## src/sv/laplace_relaxation_sweep_defines.svh

```systemverilog
// Assertion macros used by the relaxation sweep top level.
`ifndef LAPLACE_RELAXATION_SWEEP_DEFINES_SVH
`define LAPLACE_RELAXATION_SWEEP_DEFINES_SVH

`ifndef SYNTH

// Property that must hold at every rising clock edge outside reset.
`define LRS_ASSERT(lbl, prop) \
  lbl: assert property (@(posedge clk_i) disable iff (!rst_ni) prop) \
    else $error("lrs assertion failed");

// Condition that must never be true outside reset.
`define LRS_ASSERT_NEVER(lbl, cond) \
  lbl: assert property (@(posedge clk_i) disable iff (!rst_ni) !(cond)) \
    else $error("lrs forbidden condition seen");

`else

`define LRS_ASSERT(lbl, prop)
`define LRS_ASSERT_NEVER(lbl, cond)

`endif

`endif

```

## src/sv/lrs_pkg.sv

```systemverilog
// Package with types and constants of the Laplace relaxation sweep block.
package lrs_pkg;

  // Sizes.
  localparam int MAX_DIM_DEF = 128;
  localparam int CELL_W      = 16;
  localparam int CNT_W       = 16;
  localparam int DIM_W       = 8;
  localparam int CFG_IDX_W   = 1;
  localparam int CFG_DATA_W  = 8;

  // Action codes of a request.
  localparam logic [1:0] ACT_WRITE = 2'd0;
  localparam logic [1:0] ACT_SWEEP = 2'd1;
  localparam logic [1:0] ACT_READ  = 2'd2;

  // Configuration register indexes.
  localparam logic [CFG_IDX_W-1:0] REG_ROWS_USED = 1'b0;
  localparam logic [CFG_IDX_W-1:0] REG_COLS_USED = 1'b1;

  localparam logic [DIM_W-1:0] DIM_RESET = 8'd128;
  localparam logic [CNT_W-1:0] CNT_MAX   = 16'hFFFF;

  // Input request.
  typedef struct packed {
    logic [1:0]        action;
    logic [6:0]        row;
    logic [6:0]        col;
    logic [CELL_W-1:0] value;
  } req_t;

  // Result item.
  typedef struct packed {
    logic [CELL_W-1:0] cell_value;
    logic [CNT_W-1:0]  sweeps_done;
  } rsp_t;

  // Completion report from the controller to the output stage.
  typedef struct packed {
    logic              valid;
    logic              sweep;
    logic [CELL_W-1:0] cell_value;
  } ctrl_rsp_t;

  typedef enum logic [2:0] {
    ST_IDLE,
    ST_READ,
    ST_SW_A,
    ST_SW_B,
    ST_SW_F
  } state_e;

endpackage

```

## src/sv/lrs_ctrl.sv

```systemverilog
// Controller: serves cell requests and sequences a relaxation sweep over the grid memory.
module lrs_ctrl
  import lrs_pkg::*;
#(
  parameter int MAX_DIM = MAX_DIM_DEF,
  parameter int IW      = $clog2(MAX_DIM),
  parameter int AW      = 2 * IW
) (
  input  logic              clk_i,
  input  logic              rst_ni,
  input  logic              start_i,
  input  req_t              req_i,
  input  logic [DIM_W-1:0]  rows_used_i,
  input  logic [DIM_W-1:0]  cols_used_i,
  output logic              idle_o,
  output logic              mem_we_o,
  output logic [AW-1:0]     mem_waddr_o,
  output logic [CELL_W-1:0] mem_wdata_o,
  output logic [AW-1:0]     mem_raddr0_o,
  output logic [AW-1:0]     mem_raddr1_o,
  input  logic [CELL_W-1:0] mem_rdata0_i,
  input  logic [CELL_W-1:0] mem_rdata1_i,
  output ctrl_rsp_t         rsp_o
);

  state_e state_q, state_d;

  // Sweep position, pending write position and last interior indexes.
  logic [IW-1:0] r_q, c_q, pr_q, pc_q, lr_q, lc_q;
  logic [CELL_W-1:0] up_q, down_q, left_q;
  logic first_q, pend_q, fwd_q, in_store_q;

  logic [IW-1:0]      row_idx, col_idx;
  logic               in_store;
  logic [10:0]        nr, nc;
  logic               sweep_ok;
  logic               last_cell;
  logic [CELL_W+1:0]  sum;
  logic [CELL_W-1:0]  result;
  logic [CELL_W-1:0]  left_val;

  // Request address decode.
  assign row_idx  = IW'(req_i.row);
  assign col_idx  = IW'(req_i.col);
  assign in_store = (int'(req_i.row) < MAX_DIM) && (int'(req_i.col) < MAX_DIM);

  // Used region, clipped to the store.
  assign nr = (11'(rows_used_i) > 11'(MAX_DIM)) ? 11'(MAX_DIM) : 11'(rows_used_i);
  assign nc = (11'(cols_used_i) > 11'(MAX_DIM)) ? 11'(MAX_DIM) : 11'(cols_used_i);
  assign sweep_ok = (nr >= 11'd3) && (nc >= 11'd3);

  assign last_cell = (r_q == lr_q) && (c_q == lc_q);

  // Four-neighbor average; right and boundary-left arrive from the read ports.
  assign left_val = first_q ? mem_rdata1_i : left_q;
  assign sum = 18'(up_q) + 18'(down_q) + 18'(mem_rdata0_i) + 18'(left_val);
  assign result = sum[CELL_W+1:2];

  // State register.
  always_ff @(posedge clk_i or negedge rst_ni) begin
    if (!rst_ni) begin
      state_q <= ST_IDLE;
      pend_q  <= 1'b0;
    end else begin
      state_q <= state_d;
      if (state_q == ST_IDLE && start_i) begin
        pend_q <= 1'b0;
      end else if (state_q == ST_SW_B) begin
        pend_q <= 1'b1;
      end
    end
  end

  // Next state.
  always_comb begin
    state_d = state_q;
    unique case (state_q)
      ST_IDLE: begin
        if (start_i) begin
          if (req_i.action == ACT_READ) begin
            state_d = ST_READ;
          end else if (req_i.action == ACT_SWEEP && sweep_ok) begin
            state_d = ST_SW_A;
          end
        end
      end
      ST_READ: state_d = ST_IDLE;
      ST_SW_A: state_d = ST_SW_B;
      ST_SW_B: state_d = last_cell ? ST_SW_F : ST_SW_A;
      ST_SW_F: state_d = ST_IDLE;
      default: state_d = ST_IDLE;
    endcase
  end

  // Memory control and completion report.
  always_comb begin
    idle_o       = 1'b0;
    mem_we_o     = 1'b0;
    mem_waddr_o  = {pr_q, pc_q};
    mem_wdata_o  = result;
    mem_raddr0_o = {row_idx, col_idx};
    mem_raddr1_o = {row_idx, col_idx};
    rsp_o        = '0;
    unique case (state_q)
      ST_IDLE: begin
        idle_o = 1'b1;
        if (start_i) begin
          case (req_i.action)
            ACT_WRITE: begin
              mem_we_o    = in_store;
              mem_waddr_o = {row_idx, col_idx};
              mem_wdata_o = req_i.value;
              rsp_o.valid = 1'b1;
            end
            ACT_SWEEP: begin
              // A region without interior completes at once.
              rsp_o.valid = !sweep_ok;
              rsp_o.sweep = !sweep_ok;
            end
            ACT_READ: begin
              rsp_o.valid = 1'b0;
            end
            default: begin
              rsp_o.valid = 1'b1;
            end
          endcase
        end
      end
      ST_READ: begin
        rsp_o.valid      = 1'b1;
        rsp_o.cell_value = in_store_q ? mem_rdata0_i : '0;
      end
      ST_SW_A: begin
        mem_we_o     = pend_q;
        mem_raddr0_o = {r_q - IW'(1), c_q};
        mem_raddr1_o = {r_q + IW'(1), c_q};
      end
      ST_SW_B: begin
        mem_raddr0_o = {r_q, c_q + IW'(1)};
        mem_raddr1_o = {r_q, c_q - IW'(1)};
      end
      ST_SW_F: begin
        mem_we_o    = 1'b1;
        rsp_o.valid = 1'b1;
        rsp_o.sweep = 1'b1;
      end
      default: begin
        idle_o = 1'b0;
      end
    endcase
  end

  // Sweep datapath.
  always_ff @(posedge clk_i) begin
    case (state_q)
      ST_IDLE: begin
        in_store_q <= in_store;
        r_q        <= IW'(1);
        c_q        <= IW'(1);
        lr_q       <= IW'(nr - 11'd2);
        lc_q       <= IW'(nc - 11'd2);
        fwd_q      <= 1'b0;
      end
      ST_SW_A: begin
        if (pend_q) begin
          left_q <= result;
        end
        // The up neighbor is being written in this same cycle on narrow grids.
        fwd_q <= pend_q && (pr_q == r_q - IW'(1)) && (pc_q == c_q);
      end
      ST_SW_B: begin
        up_q    <= fwd_q ? left_q : mem_rdata0_i;
        down_q  <= mem_rdata1_i;
        pr_q    <= r_q;
        pc_q    <= c_q;
        first_q <= (c_q == IW'(1));
        if (c_q != lc_q) begin
          c_q <= c_q + IW'(1);
        end else if (r_q != lr_q) begin
          r_q <= r_q + IW'(1);
          c_q <= IW'(1);
        end
      end
      default: begin
        fwd_q <= fwd_q;
      end
    endcase
  end

endmodule

```

## config.mk

```make
export PLATFORM = sky130hd
export DESIGN_NAME = lrs_ctrl
export DESIGN_NICKNAME = d
export VERILOG_FILES = /design/src/sv/laplace_relaxation_sweep_defines.svh /design/src/sv/lrs_pkg.sv /design/src/sv/lrs_ctrl.sv
export SDC_FILE = /design/constraint.sdc
export NUM_CORES = 1
export LEC_CHECK = 0
export ABC_AREA = 0
export BUFFER_PORTS_ARGS = -buffer_cell sky130_fd_sc_hd__buf_2
export CAP_MARGIN = 20
export CORE_UTILIZATION = 50
export DETAILED_ROUTE_END_ITERATION = 16
export HOLD_SLACK_MARGIN = 0.02
export PLACE_DENSITY = 0.77
export SLEW_MARGIN = 20
export SYNTH_ARGS = -nofsm -noshare
export SYNTH_HDL_FRONTEND = slang
export SYNTH_SLANG_ARGS = --single-unit
```

## constraint.sdc

```tcl
create_clock -name clk_i -period 3.88 [get_ports clk_i]
set_input_delay 0.388 -clock clk_i [delete_from_list [all_inputs] [get_ports clk_i]]
set_output_delay 0.388 -clock clk_i [all_outputs]
set_load 0.02 [all_outputs]
```

## Yosys cells after proc, flatten, opt, wreduce, memory -nomap -nowiden

Index checks and enable logic that the tools add are counted.

| operators by class | value |
|---|---|
| add/subtract/negate cells | 9 |
| magnitude comparators | 4 |
| equality and inequality tests | 18 |
| muxes and demuxes | 36 |
| reduce and logical (&&, ||, !) cells | 17 |

Operators by type and width:

| cell | number |
|---|---|
| $mux 16 | 6 |
| $pmux 14 s2 | 2 |
| $mux 14 | 3 |
| $eq 7x7->1 | 4 |
| $mux 7 | 4 |
| $pmux 7 s2 | 2 |
| $add 17x16->18 | 1 |
| $add 18x16->18 | 1 |
| $add 16x16->17 | 1 |
| $ge 8x2->1 const B | 2 |
| $gt 8x8->1 const B | 2 |
| $mux 8 | 2 |
| $add 7x1->7 const B | 2 |
| $ne 7x7->1 | 2 |
| $sub 7x1->7 const B | 2 |
| $sub 7x2->7 const B | 2 |
| $mux 3 | 4 |
| $pmux 3 s3 | 1 |
| $pmux 1 s2 | 4 |
| $eq 7x1->1 const B | 1 |
| $eq 3x2->1 const B | 2 |
| $logic_and 1x1->1 | 6 |
| $mux 1 | 6 |
| $ne 3x1->1 const B | 2 |
| 15 further kinds | 20 |

| word-level totals | value |
|---|---|
| register bits after elaboration | 96 |
| bits of input ports | 83 |
| output and inout port bits | 78 |
| logic and storage cells | 97 |

## Depth between registers and ports, before layout

Gate-level depths: netlist of the first run.

| depth | value |
|---|---|
| depth in word-level cells | 9 |
| depth in mapped cells | 13 |
| depth with buffers taken out | 12 |

## Least setup slack after synthesis of the first run

OpenSTA, ideal clock, no wires.

| timing | value |
|---|---|
| path kind | register to output |
| start | register first_q |
| end | output mem_wdata_o[8] |
| arrival time | 3552 ps |
| path slack | -60 ps |
| stages on the path, launching flop included | 13 |
| buffers on the path | 2 |
| path through | edfxtp_1 > buf_6 > clkbuf_1 > mux2i_1 > fa_1 > inv_1 > ha_1 > and4b_1 > a221o_4 > o211ai_1 > a21boi_1 > o21a_1 > o31ai_1 |

| between the ends | value |
|---|---|
| longest elaborated chain between the ends | 5 |

Ends and longest elaborated chain:

| item | RTL line | text |
|---|---|---|
| from (decl) | lrs_ctrl.sv:31 | `logic first_q, pend_q, fwd_q, in_store_q;` |
| from (signal assigned) | lrs_ctrl.sv:176 | `first_q <= (c_q == IW'(1));` |
| $mux 16 (*) | lrs_ctrl.sv:55 | `assign left_val = first_q ? mem_rdata1_i : left_q;` |
| $add 18x16->18 (*) | lrs_ctrl.sv:56 | `assign sum = 18'(up_q) + 18'(down_q) + 18'(mem_rdata0_i) + 18'(left_val);` |
| $mux 16 | lrs_ctrl.sv:108 | `case (req_i.action)` |
| $mux 16 | lrs_ctrl.sv:107 | `if (start_i) begin` |
| $mux 16 (*) | lrs_ctrl.sv:104 | `unique case (state_q)` |
| to (decl) | lrs_ctrl.sv:18 | `output logic [CELL_W-1:0] mem_wdata_o,` |

Mark *: on every way between the ends. The rest lies on a longest branch, timed or not.

## Final worst setup path of the first run

| timing | value |
|---|---|
| start | register up_q[10] |
| end | output mem_wdata_o[13] |

| between the ends | value |
|---|---|
| longest elaborated chain between the ends | 6 |

Ends and longest elaborated chain:

| item | RTL line | text |
|---|---|---|
| from (decl) | lrs_ctrl.sv:30 | `logic [CELL_W-1:0] up_q, down_q, left_q;` |
| from (signal assigned) | lrs_ctrl.sv:172 | `up_q <= fwd_q ? left_q : mem_rdata0_i;` |
| $add 16x16->17 (*) | lrs_ctrl.sv:56 |  |
| $add 17x16->18 (*) | lrs_ctrl.sv:56 |  |
| $add 18x16->18 (*) | lrs_ctrl.sv:56 |  |
| named net sum[15] | lrs_ctrl.sv:38 | `logic [CELL_W+1:0] sum;` |
| $mux 16 | lrs_ctrl.sv:108 |  |
| $mux 16 | lrs_ctrl.sv:107 |  |
| $mux 16 (*) | lrs_ctrl.sv:104 |  |

The timed path passes the listed nets; every way through them passes the cells marked *.

==> qor.yml, run 1 <==
worst_path_max_delay_cell: "fa_1"
std_cell_rows: 43
viasPerCell: 5.36
synth_top_area_share_pct: 38.2
h-tree-depth: 3
cts_tree: "built"
violations: "negative setup slack"
synth_nets: 916
drive_above_1_share_pct: 27.9
fillCellCount: 1133
skew_ns: 0.00689
core_sq_um: 14000
slew_viol_final: 0
ant_nets: 0
synth.top_cells.by_count: "nand2_1, inv_1, edfxtp_1"
synthFlopType: "edfxtp_1"
clk_latency_ns: 0.35
maxCapViolCount: 0
min_period_ns: 4.16
arrival_ns: 3.78
cp_cell_sequence: "inv_1 -> fa_1 -> fa_1 -> inv_1 -> ha_4 -> buf_4 -> nand2_1 -> o21ai_0 -> o211ai_1 -> a41oi_2 -> xor2_1 -> mux2_4 -> buf_6"
totalWireLength_um: 18000
syn_inst: 779
min_path_type: "primary input to flop"
drc: 0
required_ns: 3.49
whs_path_depth: 1
route.vias.total: 6070
die_w_um: 122
cp-end-kind: "primary output"
rsz0062_at_grt: "yes"
grt_max_degree: 35
die_area_sq_um: 15000
nets: 1084
fin_ws_ns: -0.284
timing.fmax_ghz: 0.240
min_period_over_period_pct: 107
synth_cell_type_count: 55
worst_path_largest_cell_delay_ns: 0.56
cts.clk_slew.worst_paths_ns: 0.07
netlist_area_sq_um: 7240
drt-wirelength-per-cell_um: 15.9
synth_area_per_cell_sq_um: 9.29
critPathLaunchType: "flop"
max_slew_margin_pct: 29.3
critical_path_class: "flop to primary output"
port_buffers: 160
die_h_um: 122
async_reset_ff_share_pct: 4.17
floorplan.initialDensity_pct: 51.7
grt_usage_pct: 24.5
setup_violations: 12
dr.pass1.iters: 5
grt_pass1_vias: 5758
clockBufferDepth: 2
yosysSeqAreaShare_pct: 39.6
cp_max_fo: 5
hold_viol: 0
drt-initial-drc-count: 287
clock_sinks: 96
synth.area.top_cells: "edfxtp_1, fa_1, nand2_1"
pin_count: 161
gp_congestion: 0.872
cts_root_buf: "clkbuf_16"
syn_to_final_growth_pct: 24.3
cts_inserted_buffers: 9
yosys.area.top_type: "edfxtp_1"
status: "finished with violations"
worstMarginPinSlew_ns: 1.06
ys_ff_latch: 96
synth_edf_count: 92
place_ws_ns: -0.201
grt_pass1_wl_um: 28000
rr_worst_depth: 13
antenna_found_initial: 0
dp_hpwl_um: 12900
gr-total-overflow: 0
yosys_warnings: 0
yosysMostFrequentCell: "nand2_1"
stage by stage:
step,util [%],cell area (sq um),hold slack [ns],std cells,TNS (ns)
final,64.3,9000,0.221,1133,-2.06
after global routing,64.3,8990,0.224,1132,-3.69
after CTS,63.3,8850,0.216,1125,-1.77
after detailed placement,59.1,8270,0.199,1102,-0.850
after global placement,59.1,8270,0.198,1102,-0.433
after floorplan,-,7240,0.0924,779,0
flip-flops by register name, indices dropped and copies added, names as in the netlist, 3 cells and up:
register / cells
down_q: 16
left_q: 16
up_q: 16
c_q: 7
lc_q: 7
lr_q: 7
pc_q: 7
pr_q: 7
r_q: 7
state_q: 3
layout make-up:
| type | count | area (sq um) | share of cell area (%) |
|---|---|---|---|
| Multi-Input combinational cell | 549 | 4090 | 45.4 |
| Sequential cell | 96 | 2860 | 31.8 |
| Antenna cell | 1 | 2.50 | 0.0278 |
| Tap cell | 180 | 225 | 2.50 |
| Clock inverter | 4 | 51.3 | 0.570 |
| Inverter | 94 | 353 | 3.92 |
| Timing Repair Buffer | 197 | 1150 | 12.8 |
| Clock buffer | 12 | 267 | 2.96 |
layer usage:
| metal | up-vias | wire length [um] | track usage, % |
|---|---|---|---|
| li1 | 2938 | - | - |
| met2 | 220 | 9060 | 42.6 |
| met3 | 41 | 1030 | 4.32 |
| met5 | - | 0 | 0 |
| met4 | 0 | 442 | 8.38 |
| met1 | 2871 | 7430 | 30.6 |
critical path: cells and delay by family (launching register included):
family / cells / cell delay, ns
adder cells (fa/ha/maj): 3 / 1.31
AO/OA/AOI/OAI: 3 / 0.93
buffers and inverters: 4 / 0.37
flip-flops: 1 / 0.36
XOR/XNOR: 1 / 0.23
multiplexers: 1 / 0.19
AND/OR/NAND/NOR: 1 / 0.04
final timing paths:
check / slack, ns / end / from
worst max-delay path: -0.28 / mem_wdata_o[13] / up_q[10]$_DFFE_PP_
worst min-delay path: 0.22 / down_q[13]$_DFFE_PP_ / mem_rdata1_i[13]
worst max register to register: 0.29 / left_q[14]$_DFFE_PP_ / up_q[2]$_DFFE_PP_
worst min register to register: 0.52 / pend_q$_DFFE_PN0P_ / pend_q$_DFFE_PN0P_
max in group asynchronous: 3.38 / pend_q$_DFFE_PN0P_ / rst_ni
min in group asynchronous: 0.38 / state_q[0]$_DFFE_PN0P_ / rst_ni
cell families after synthesis:
| group | synth area share, % |
|---|---|
| adder cells (fa/ha/maj) | 12.7 |
| buffers and inverters | 7.42 |
| XOR/XNOR | 8.96 |
| AND/OR/NAND/NOR | 17.0 |
| multiplexers | 3.89 |
| flip-flops | 39.6 |
| AO/OA/AOI/OAI | 10.5 |
cells in the final DEF, fill, tap and decap left out, types with 8 or more instances in the layout:
| master | Yosys | routed |
|---|---|---|
| xor2_1 | 31 | 28 |
| a21oi_1 | 57 | 51 |
| xnor2_1 | 43 | 40 |
| fa_1 | 32 | 31 |
| nor4_1 | 8 | 8 |
| clkbuf_16 | 0 | 9 |
| edfxtp_1 | 92 | 92 |
| buf_6 | 3 | 10 |
| o21ai_0 | 36 | 36 |
| buf_4 | 2 | 38 |
| inv_1 | 94 | 90 |
| nand3_1 | 12 | 12 |
| nor2_1 | 59 | 58 |
| nor3_1 | 13 | 11 |
| ha_1 | 22 | 16 |
| and2_1 | 16 | 16 |
| buf_2 | 3 | 148 |
| nand2_1 | 114 | 111 |
| mux2i_1 | 15 | 15 |
repair_timing:
item,CTS,global route
hold buffers,1,0
setup buffers,6,7
pin swaps,28,17
gates resized for setup,43,21
endpoints found under the hold margin,4,0
endpoints found under the setup margin,12,13
Power of run 1 is not shown: default switching activity piles up to over one toggle a cycle in this logic, so the estimate is an artifact.
==> run 2, diff against run 1 <==
BUFFER_PORTS_ARGS = unset   (was -buffer_cell sky130_fd_sc_hd__buf_2)
CORE_UTILIZATION = 55   (was 50)
CTS_BUF_LIST = sky130_fd_sc_hd__clkbuf_4   (was unset)
DONT_BUFFER_PORTS = 1   (was unset)
PLACE_DENSITY = 0.73   (was 0.77)
SETUP_SLACK_MARGIN = 0.2   (was unset)
==> qor.yml, run 2 (synthesis gave the netlist of run 1 again) <==
die_h_um: 117
cp-startpoint: "up_q[2]$_DFFE_PP_"
clockBufferDepth: 2
rr_worst_depth: 11
min_path_type: "primary input to flop"
antennaDiodeCount: 0
arrival_ns: 3.89
die_w_um: 117
grt_pass1_wl_um: 26000
critical_path_class: "flop to primary output"
cp-end-kind: "primary output"
syn_to_final_growth_pct: 12.1
gr-total-overflow: 0
pin_count: 161
cts_inserted_buffers: 9
hold_viol: 0
r2r_start: "up_q[2]$_DFFE_PP_"
ant_nets: 0
critPathLaunchType: "flop"
skew_ns: 0.0184
gp_congestion: 0.855
clk_latency_ns: 0.51
final_core_utilization_pct: 63.7
status: "finished with violations"
cts.clk_slew.worst_paths_ns: 0.16
worstMarginPinSlew_ns: 1.08
rrSetupSlack_ns: 0.44
fin_ws_ns: -0.400
slew_viol_final: 0
nets: 933
layout_commonest_cell: "nand2_1"
violations: "negative setup slack"
core_sq_um: 12700
r2r-end: "left_q[14]$_DFFE_PP_"
min_period_ns: 4.28
grt_pass1_vias: 5456
grt_max_degree: 52
h-tree-depth: 3
most-common-layout-cells: "nand2_1, inv_1, edfxtp_1"
port_buffers: 0
cp_max_fo: 4
maxCapViolCount: 0
route.vias.total: 5558
floorplan.initialDensity_pct: 56.9
totalWireLength_um: 17000
std_cell_rows: 41
required_ns: 3.49
largestRegisters: "down_q (16), left_q (16), up_q (16)"
antenna_found_initial: 0
drc: 0
min_period_over_period_pct: 110
dr.pass1.iters: 5
dp.cells: 928
grt_usage_pct: 25.4
drive_above_1_share_pct: 13.4
dp_hpwl_um: 12100
clock_sinks: 96
rsz0062_at_grt: "yes"
crit_end: "mem_wdata_o[12]"
viasPerCell: 5.71
drt-initial-drc-count: 279
max_slew_margin_pct: 28.2
cts_tree: "built"
die_area_sq_um: 13600
drt-wirelength-per-cell_um: 17.5
timing.fmax_ghz: 0.234
cts_root_buf: "clkbuf_4"
finalNonFillerCells: 973
setup_violations: 13
run 2: critical path, stage by stage (launching register included):
cell and delay (ns):
edfxtp_1 0.43, fa_1 0.53, inv_2 0.04, fa_1 0.55
inv_1 0.05, ha_1 0.28, and4b_1 0.19, a221o_4 0.39
o2111ai_4 0.27, and4bb_1 0.25, a21oi_2 0.07, a31oi_2 0.17
buf_4 0.17
run 2: repair_timing:
item                                    in CTS  in global routing
pin swaps                                   15                 15
gates resized for setup                     34                 26
endpoints found under the hold margin       23                  0
gates cloned                                 0                  0
endpoints found under the setup margin      14                 14
hold buffers                                19                  0
buffers inserted                             3                  7
run 2: worst min path at each step:
stage                         from                     end  slack, ns  cells after the start
floorplan                   rst_ni      pend_q$_DFFE_PN0P_       0.09                      0
global placement            rst_ni  state_q[0]$_DFFE_PN0P_       0.09                      0
detailed placement          rst_ni  state_q[0]$_DFFE_PN0P_       0.09                      0
CTS                 rows_used_i[1]       lr_q[1]$_DFFE_PP_       0.02                      1
global route        rows_used_i[7]       lr_q[0]$_DFFE_PP_       0.03                      1
finish              cols_used_i[7]       lc_q[4]$_DFFE_PP_       0.05                      1
run 2: final cells by class:
type                            instances  area (sq um)
Clock buffer                           10          75.1
Clock inverter                          6          36.3
Fill cell                            1072          4610
Inverter                               94           353
Multi-Input combinational cell        549          4160
Sequential cell                        96          2860
Tap cell                              172           215
Timing Repair Buffer                   46           404
run 2: stage by stage:
step           TNS, ns  area (sq um)  setup slack, ns  hold WS (ns)
3_5_place_dp         0          7440           0.0211        0.0925
2_1_floorplan        0          7270            0.218        0.0924
4_1_cts          -3.17          7940           -0.395        0.0209
5_1_grt          -4.81          8110           -0.485        0.0265
6_report         -3.29          8110           -0.400        0.0463
3_3_place_gp         0          7440           0.0464        0.0925
run 2: routing by layer:
layer	vias up	track usage, %	wire length [um]
li1	2630	-	-
met1	2682	29.0	6570
met2	217	45.2	8930
met3	29	6.95	1210
met4	0	9.54	348
met5	-	0	0
Power of run 2 is left out for the same reason.
==> run 3, diff against run 2 <==
CORE_UTILIZATION = 25   (was 55)
PLACE_DENSITY = unset   (was 0.73)
==> qor.yml, run 3 (synthesis gave the netlist of run 1 again) <==
status: "finished with violations"
violations: "negative setup slack"
worst_path_max_delay_cell: "fa_1"
h-tree-depth: 3
grt_pass1_wl_um: 29000
gp_congestion: 0.825
die_h_um: 172
hold_viol: 0
nets: 945
worst_path_largest_cell_delay_ns: 0.53
wl_met1_um: 8630
critPathLaunchType: "flop"
wl_met3_um: 1290
setup_violations: 13
dp_hpwl_um: 14600
ant_nets: 0
grt_pass1_vias: 5329
timing.fmax_ghz: 0.238
rsz0062_at_grt: "yes"
largestRegisters: "down_q (16), left_q (16), up_q (16)"
route.met2.wl_um: 9550
die_w_um: 172
min_period_over_period_pct: 108
layout_commonest_cell: "nand2_1"
drive_above_1_share_pct: 16.0
floorplan.initialDensity_pct: 25.7
cp_cell_sequence: "fa_1 -> inv_2 -> fa_1 -> inv_1 -> ha_1 -> and4b_1 -> a221o_4 -> o2111ai_4 -> and4bb_1 -> a21oi_2 -> a31oi_2 -> buf_4"
maxCapViolCount: 0
die_area_sq_um: 29600
grt_max_degree: 32
core_sq_um: 28200
totalWireLength_um: 19600
drc: 0
required_ns: 3.49
cts_inserted_buffers: 9
viasPerCell: 4.56
port_buffers: 0
cts.clk_slew.worst_paths_ns: 0.15
pin_count: 161
cp-end-kind: "primary output"
grt_usage_pct: 13.2
worstMarginPinSlew_ns: 0.791
clockBufferDepth: 2
min_path_type: "primary input to flop"
rr_worst_depth: 11
cp_max_fo: 4
whs_path_depth: 2
cpMostUsedCell: "fa_1"
fin_area_sq_um: 8550
arrival_ns: 3.82
drt-initial-drc-count: 315
skew_ns: 0.0194
drt-wirelength-per-cell_um: 16.5
path_depth: 12
clock_sinks: 96
cp_top_family: "adder cells"
fin_ws_ns: -0.328
route.vias.total: 5431
cts_tree: "built"
syn_to_final_growth_pct: 18.2
dr.pass1.iters: 7
std_cell_rows: 61
cts_root_buf: "clkbuf_4"
min_period_ns: 4.21
post_dp_cell_area_sq_um: 7760
slew_viol_final: 0
cp_num_buf_inv: 3
most-common-layout-cells: "nand2_1, edfxtp_1, inv_1"
clk_latency_ns: 0.48
dr.max_layer_used: "met4"
critical_path_class: "flop to primary output"
gr-total-overflow: 0
antenna_found_initial: 1
max_slew_margin_pct: 47.3
==> run 3: cell types whose count changed in the layout (fill, tap and decap cells not counted), moves of 2 or more <==
cell           change
buf_4              +9
buf_6              +5
ha_1               -3
nand2_1            -3
dlygate4sd3_1      -2
ha_4               +2
inv_1              -2
inv_2              +2
nand2_4            +2
==> run 3: worst paths after layout <==
kind,from,end,slack (ns)
min in group asynchronous,rst_ni,state_q[0]$_DFFE_PN0P_,0.18
min,start_i,state_q[0]$_DFFE_PN0P_,0.06
max reg2reg,up_q[2]$_DFFE_PP_,left_q[8]$_DFFE_PP_,0.48
min reg2reg,pend_q$_DFFE_PN0P_,pend_q$_DFFE_PN0P_,0.57
max in group asynchronous,rst_ni,state_q[1]$_DFFE_PN0P_,3.52
max,up_q[2]$_DFFE_PP_,mem_wdata_o[12],-0.33
==> run 3: repair_timing <==
| item | 4_1_cts | 5_1_grt |
|---|---|---|
| hold buffers | 17 | 0 |
| resized for setup | 37 | 39 |
| endpoints found under the setup margin | 14 | 15 |
| cloned | 0 | 0 |
| pin swaps | 23 | 28 |
| hold endpoints to repair | 20 | 0 |
| setup buffers | 9 | 7 |
==> run 3: layout make-up <==
class	instances	area (sq um)
Fill cell	2920	19600
Multi-Input combinational cell	549	4220
Sequential cell	96	2860
Timing Repair Buffer	58	508
Tap cell	378	473
Inverter	94	353
Clock buffer	10	75.1
Clock inverter	6	61.3
Antenna cell	1	2.50
==> run 3: through the flow <==
stage / cells / setup WS (ns) / util [%] / setup TNS, ns / hold WS (ns)
final: 1192 / -0.328 / 30.4 / -2.95 / 0.0649
after global routing: 1192 / -0.497 / 30.4 / -5.14 / 0.0367
after CTS: 1184 / -0.447 / 29.5 / -3.98 / 0.0231
after detailed placement: 1142 / -0.127 / 27.5 / -0.127 / 0.0927
after global placement: 1142 / -0.134 / 27.5 / -0.134 / 0.0927
after floorplan: 779 / 0.218 / - / 0 / 0.0924
==> run 3: per-layer routing <==
metal,vias to the layer above,GRT usage [%]
met1,2581,16.9
li1,2663,-
met2,175,22.5
met4,0,2.58
met3,12,3.09
met5,-,0
Power of run 3 is left out for the same reason.
